==> src/rtl/mfsgd_pkg.sv <==
// Shared types, constants and arithmetic helpers for the rating-update block.
package mfsgd_pkg;

    localparam int MAX_FACTORS_DEF = 32;
    localparam int NUM_USERS_DEF   = 4096;
    localparam int NUM_MOVIES_DEF  = 8192;

    localparam logic [14:0] PRED_LOW  = 15'd2048;
    localparam logic [14:0] PRED_HIGH = 15'd20480;

    localparam logic [1:0] CMD_LOAD_USER  = 2'd0;
    localparam logic [1:0] CMD_LOAD_MOVIE = 2'd1;
    localparam logic [1:0] CMD_TRAIN      = 2'd2;
    localparam logic [1:0] CMD_PREDICT    = 2'd3;

    localparam logic [1:0] REG_GLOBAL_MEAN = 2'd0;
    localparam logic [1:0] REG_LEARN_RATE  = 2'd1;
    localparam logic [1:0] REG_REG_WEIGHT  = 2'd2;
    localparam logic [1:0] REG_FACTORS     = 2'd3;

    localparam logic [15:0] LEARN_RATE_RST = 16'd328;
    localparam logic [15:0] REG_WEIGHT_RST = 16'd1311;
    localparam logic [5:0]  FACTORS_RST    = 6'd32;

    typedef struct packed {
        logic [14:0] global_mean;
        logic [15:0] learn_rate;
        logic [15:0] reg_weight;
        logic [5:0]  factors_in_use;
    } t_cfg;

    // Saturates a wide signed value to 16 signed bits.
    function automatic logic signed [15:0] sat16(input logic signed [49:0] v);
        logic signed [15:0] r;
        if (v > 50'sd32767) begin
            r = 16'sh7FFF;
        end else if (v < -50'sd32768) begin
            r = 16'sh8000;
        end else begin
            r = v[15:0];
        end
        return r;
    endfunction

endpackage

==> src/rtl/mfsgd_step.sv <==
// SGD step unit: registered term and product multiply stages, then a scaled add with saturation.
module mfsgd_step
    import mfsgd_pkg::*;
(
    input  logic               i_clk,
    input  logic signed [15:0] i_self,
    input  logic signed [34:0] i_grad,
    input  logic        [15:0] i_learn_rate,
    input  logic        [15:0] i_reg_weight,
    output logic signed [15:0] o_new
);

    // Stage 1: term = grad - lambda * self (grad already at 16 fraction-bit scale).
    logic signed [35:0] r_term;
    logic signed [15:0] r_self;
    logic signed [15:0] r_self2;
    logic signed [51:0] r_prod;
    logic signed [35:0] n_term;

    assign n_term = 36'(i_grad) - 36'($signed({1'b0, i_reg_weight}) * i_self);

    always_ff @(posedge i_clk) begin
        r_term  <= n_term;
        r_self  <= i_self;
        r_prod  <= 52'($signed({1'b0, i_learn_rate}) * r_term);
        r_self2 <= r_self;
    end

    assign o_new = sat16(50'(r_self2) + 50'(r_prod >>> 32));

endmodule

==> config.mk <==
export PLATFORM = sky130hd
export DESIGN_NAME = mfsgd_step
export DESIGN_NICKNAME = d
export VERILOG_FILES = /design/src/rtl/mfsgd_pkg.sv /design/src/rtl/mfsgd_step.sv
export SDC_FILE = /design/constraint.sdc
export NUM_CORES = 2
export LEC_CHECK = 0
export ABC_AREA = 1
export ABC_CLOCK_PERIOD_IN_PS = 8210
export BUFFER_PORTS_ARGS = -buffer_cell sky130_fd_sc_hd__buf_2
export CORE_MARGIN = 3
export CORE_UTILIZATION = 55
export DETAILED_ROUTE_END_ITERATION = 16
export GPL_ROUTABILITY_DRIVEN = 0
export PLACE_DENSITY = 0.75
export SYNTH_ARGS = -nofsm -noshare
export SYNTH_HDL_FRONTEND = slang
export SYNTH_SLANG_ARGS = --single-unit
==> constraint.sdc <==
create_clock -name i_clk -period 8.21 [get_ports i_clk]
set_input_delay 1.2315 -clock i_clk [delete_from_list [all_inputs] [get_ports i_clk]]
set_output_delay 1.2315 -clock i_clk [all_outputs]
set_load 0.02 [all_outputs]
Yosys cells after proc, flatten, opt, wreduce, memory -nomap -nowiden. Cells that the tools add are included.

Add/sub/neg operators: 2. Multiply operators: 2. Div/mod/pow operators: 0. $lt $le $gt $ge: 2. Eq/ne operators: 0. Shift-type cells: 0. Mux-type cells: 2. Bitwise operators: 0. Reduce and logical (&&, ||, !) cells: 0.

Operators by type and width (number): $mul 17x36->52 (1); $sub 35x33->36 (1); $mul 17x16->33 (1); $mux 16 (2); $add 16x20->21 (1); $gt 21x16->1 const B (1); $lt 21x16->1 const B (1).

Register bits: 120. Bits in latches: 0. RAM bits: 0. Bits in read-only memories: 0. Input bits: 84. Output and inout port bits: 16. Word-level logic and storage cells: 12. Memories kept: 0.

Depth between registers and ports, before layout.
Word-level depth: 4. Gate-level depth with buffers: 27. Mapped depth without buffers: 25.

Least setup slack after synthesis. OpenSTA, ideal clock, no wires.

Kind: input port to flip-flop. Start: input port i_learn_rate[2]. End: register r_prod[51]. Arrival time: 6335 ps. Setup slack: 1753 ps. Stages: 25. Cell sequence: clkbuf_1 -> nand2_1 -> inv_1 -> fa_1 -> inv_1 -> fa_1 -> inv_1 -> fa_1 -> inv_1 -> fa_1 -> inv_1 -> fa_1 -> inv_1 -> fa_1 -> inv_1 -> ha_1 -> a21oi_1 -> nor2_1 -> nor2_1 -> nor2_1 -> nor3_1 -> nand2_1 -> a21oi_1 -> nand2_1 -> xor2_1.

Longest elaborated chain between the ends: 1.

RTL lines: from (decl) (RTL line mfsgd_step.sv:8) `input logic [15:0] i_learn_rate,`; $mul 17x36->52 (RTL line mfsgd_step.sv:25) `r_prod <= 52'($signed({1'b0, i_learn_rate}) * r_term);`; to (signal assigned) (RTL line mfsgd_step.sv:25); to (decl) (RTL line mfsgd_step.sv:17) `logic signed [51:0] r_prod;`.

Every way passes these cells.

Worst setup path in the final report.
Start: input port i_learn_rate[5]. End: register r_prod[50].

The elaborated chain is that of the path after synthesis.

==> impl_metrics.py <==
metrics = {
    "timing": {
        "finalCriticalPeriod_ns": 6.97,
        "number_of_hold_violations_in_the_final_report": 0,
        "setup_repair_after_global_routing_missed_its_margin": "false",
        "whs_ns": 0.317,
        "slew_headroom_pct": 25.9,
        "max_slew.worst_pin.slew_ns": 1.11,
        "setup_viol": 0,
        "max_freq_mhz": 143,
        "clock_skew_ns": 0.0137,
        "slew_viol_final": 0,
        "fin_crit_sh_pct": 84.9,
        "setup-tns-final_ns": 0,
    },
    "synth": {
        "synth_ff_type": "sky130_fd_sc_hd__dfxtp_1",
        "postSynthCellCount": 4535,
        "synth.lib_cells_used.distinct": 41,
        "synth-async-reset-ratio_pct": 0,
        "yosysTopAreaCellShare_pct": 44.6,
        "synth_warnings": 0,
        "post_synth.cell_area_avg_um2": 7.58,
        "yosys.area.top_type": "sky130_fd_sc_hd__fa_1",
        "synth_seq_cells": 88,
        "synth-seq-area-share_pct": 5.12,
        "synth.top_cells.by_count": "sky130_fd_sc_hd__inv_1 (1397), sky130_fd_sc_hd__nand2_1 (1157), sky130_fd_sc_hd__fa_1 (766), sky130_fd_sc_hd__ha_1 (269), sky130_fd_sc_hd__nor2_1 (200)",
        "yosysMostFrequentCell": "sky130_fd_sc_hd__inv_1",
        "post_synth_instance_area_um2": 34400,
        "synth.top_cells.by_area": "sky130_fd_sc_hd__fa_1 (45%), sky130_fd_sc_hd__inv_1 (15%), sky130_fd_sc_hd__nand2_1 (13%)",
        "synth_edf_count": 0,
        "postSynthNetCount": 5654,
    },
    "run_status": {
        "outcome": "completed",
    },
    "cts": {
        "cts.sink_count": 88,
        "ctsRootBufferMaster": "sky130_fd_sc_hd__clkbuf_16",
        "post_cts.resized_instances": 0,
        "clk_path_buf_depth": 2,
        "post-cts-setup-buffers": 0,
        "cts_inserted_buffers": 9,
        "cts_clk_pin_slew_worst_paths_ns": 0.07,
        "holdBufCountCts": 0,
        "tritoncts_clock_tree": "yes",
        "clk-insertion-delay-late_ns": 0.36,
        "depth_of_the_cts_h_tree": 3,
    },
    "setup_path": {
        "end_kind": "register",
        "startpoint_type": "primary input",
        "rrSetupSlack_ns": 1.91,
        "worst_ep_required_time_ns": 8.46,
        "worst_r2r_path_depth": 20,
        "timing.critical_path.slowest_stage_cell": "sky130_fd_sc_hd__buf_2",
        "cp_max_fo": 36,
        "reg2reg_from": "r_term[21]$_DFF_P_",
        "crit_path_cell_trace": "buf_2 > nand2_1 > fa_1 > fa_1 > inv_1 > fa_1 > fa_1 > fa_1 > inv_1 > fa_1 > inv_1 > ha_1 > nand2_1 > nand2_1 > a31oi_1 > nor2_1 > nor2_1 > o211ai_1 > a21oi_1 > nand2_1 > nand2_1 > nand2_1",
        "timing.critical_path.slowest_cell_delay_ns": 0.69,
        "timing.critical_path.arrival_ns": 7.23,
        "setup.worst_path.class": "in -> reg",
        "reg2reg_to": "r_prod[42]$_DFF_P_",
    },
    "detailed_routing": {
        "drc_errors": 0,
        "postRouteAntennaNets": 0,
        "vias_per_cell": 5.15,
        "detailedRoute.firstPassIterationCount": 5,
        "drtIter0Drc": 1831,
        "total_vias_in_the_final_route": 27300,
        "wl_um": 86500,
        "route.detailed.wl_per_inst_um": 16.3,
    },
    "grt": {
        "met3_usage_pct": 2.46,
        "globalRoute.busiestLayer": "met2",
        "use_met2_pct": 47.3,
        "antenna_violations_before_repair": 1,
        "grt_use_total_pct": 27.3,
        "via_count_of_the_first_global_routing_pass": 29200,
        "global_route.usage.met1_pct": 35.9,
        "grt_start_max_net_pins": 37,
        "globalRoute.totalOverflow": 0,
        "grt_first_pass_wirelength_um": 145000,
    },
    "final_layout": {
        "multi_input_comb_area_um2": 26600,
        "finalNetCount": 5577,
        "post_layout_nonfiller_instances": 5301,
        "final_layout_size_suffix_gt1_share_pct": 3.36,
        "seq_area_um2": 1760,
        "post-route-cell-area_um2": 35600,
        "synthToLayoutAreaGrowth_pct": 3.38,
        "fillerInstances": 5624,
    },
    "floorplanning": {
        "core_um2": 61800,
        "floorplan.die.width_um": 256,
        "placementRows": 91,
        "ioPinCount": 100,
        "die_area_um2": 65600,
        "initial_utilization_pct": 55.6,
        "die_h_um": 256,
    },
    "placement": {
        "detailed_place.area_um2": 35300,
        "post-place-cells": 5284,
        "post-dp-hpwl_um": 72500,
        "placement.io_buffers": 99,
    },
    "min_path": {
        "worstHoldPathCells": 0,
        "timing.hold.worst_endpoint": "r_self2[11]$_DFF_P_",
        "min-delay-start": "r_self[11]$_DFF_P_",
        "hold_path.class": "reg -> reg",
    },
    "job": {
        "cap_violations": 0,
    },
}
==> how the worst max path moves through the flow <==
stage                                start            endpoint  slack [ns]  cells after the start
after floorplan            i_learn_rate[2]  r_prod[51]$_DFF_P_        1.75                     25
after global placement    i_learn_rate[11]  r_prod[42]$_DFF_P_        0.93                     22
after detailed placement   i_learn_rate[5]  r_prod[50]$_DFF_P_        0.88                     22
after CTS                  i_learn_rate[5]  r_prod[50]$_DFF_P_        1.25                     22
after global routing       i_learn_rate[3]  r_prod[50]$_DFF_P_        0.84                     24
final                      i_learn_rate[5]  r_prod[50]$_DFF_P_        1.24                     22
==> logic make-up after synthesis <==
group	count (synthesis)	synth area share [%]
buffers and inverters	1600	17.5
AO/OA/AOI/OAI	256	4.24
flip-flops	88	5.12
XOR/XNOR	75	1.93
adder cells (fa/ha/maj)	1035	54.4
AND/OR/NAND/NOR	1481	16.8
==> metal layers <==
layer,vias up,part of all wire (%)
met4,0,4.0
met5,-,0
met3,203,6.4
met2,1016,49
li1,12600,-
met1,13500,40
==> flip-flops by register name, indices dropped and copies added (netlist names) <==
signal,cells
r_term,36
r_prod,20
r_self2,16
r_self,16
==> area by class of cell <==
type                    instances  share of cell area, %
flip-flops and latches         88                   4.95
clock buffers                  12                  0.721
inverters                    1401                   14.8
diodes                          1                0.00704
clock inverters                 4                  0.102
repair buffers                111                   1.65
multi-input cells            2847                   74.8
well taps                     837                   2.95
==> cells in the final DEF (no fill, tap or decap), types with 18 or more instances in the layout <==
cell type and n:
sky130_fd_sc_hd__xor2_1 48, sky130_fd_sc_hd__nor2_1 200, sky130_fd_sc_hd__o21ai_0 64, sky130_fd_sc_hd__nand4_1 20, sky130_fd_sc_hd__inv_1 1397, sky130_fd_sc_hd__buf_2 99, sky130_fd_sc_hd__a31oi_1 20, sky130_fd_sc_hd__dfxtp_1 88
sky130_fd_sc_hd__o21bai_1 18, sky130_fd_sc_hd__ha_1 269, sky130_fd_sc_hd__nor3_1 19, sky130_fd_sc_hd__fa_1 766, sky130_fd_sc_hd__xnor2_1 26, sky130_fd_sc_hd__nand3_1 59, sky130_fd_sc_hd__nand2_1 1157, sky130_fd_sc_hd__a21oi_1 118
==> stage by stage <==
stage | util, % | setup slack [ns]
2_1_floorplan | - | 1.75
3_3_place_gp | 57.0 | 0.932
4_1_cts | 57.5 | 1.25
6_report | 57.5 | 1.24
3_5_place_dp | 57.0 | 0.875
5_1_grt | 57.5 | 0.836
==> critical path: cells and delay by family <==
family,cells,cell delay (ns)
buffers and inverters,4,1.07
and+or+nand+nor,8,0.86
adders and majority gates,7,3.44
AOI/OAI and AO/OA,3,0.62
Power is not shown: default switching activity piles up to over one toggle a cycle in this logic, so the estimate is an artifact.
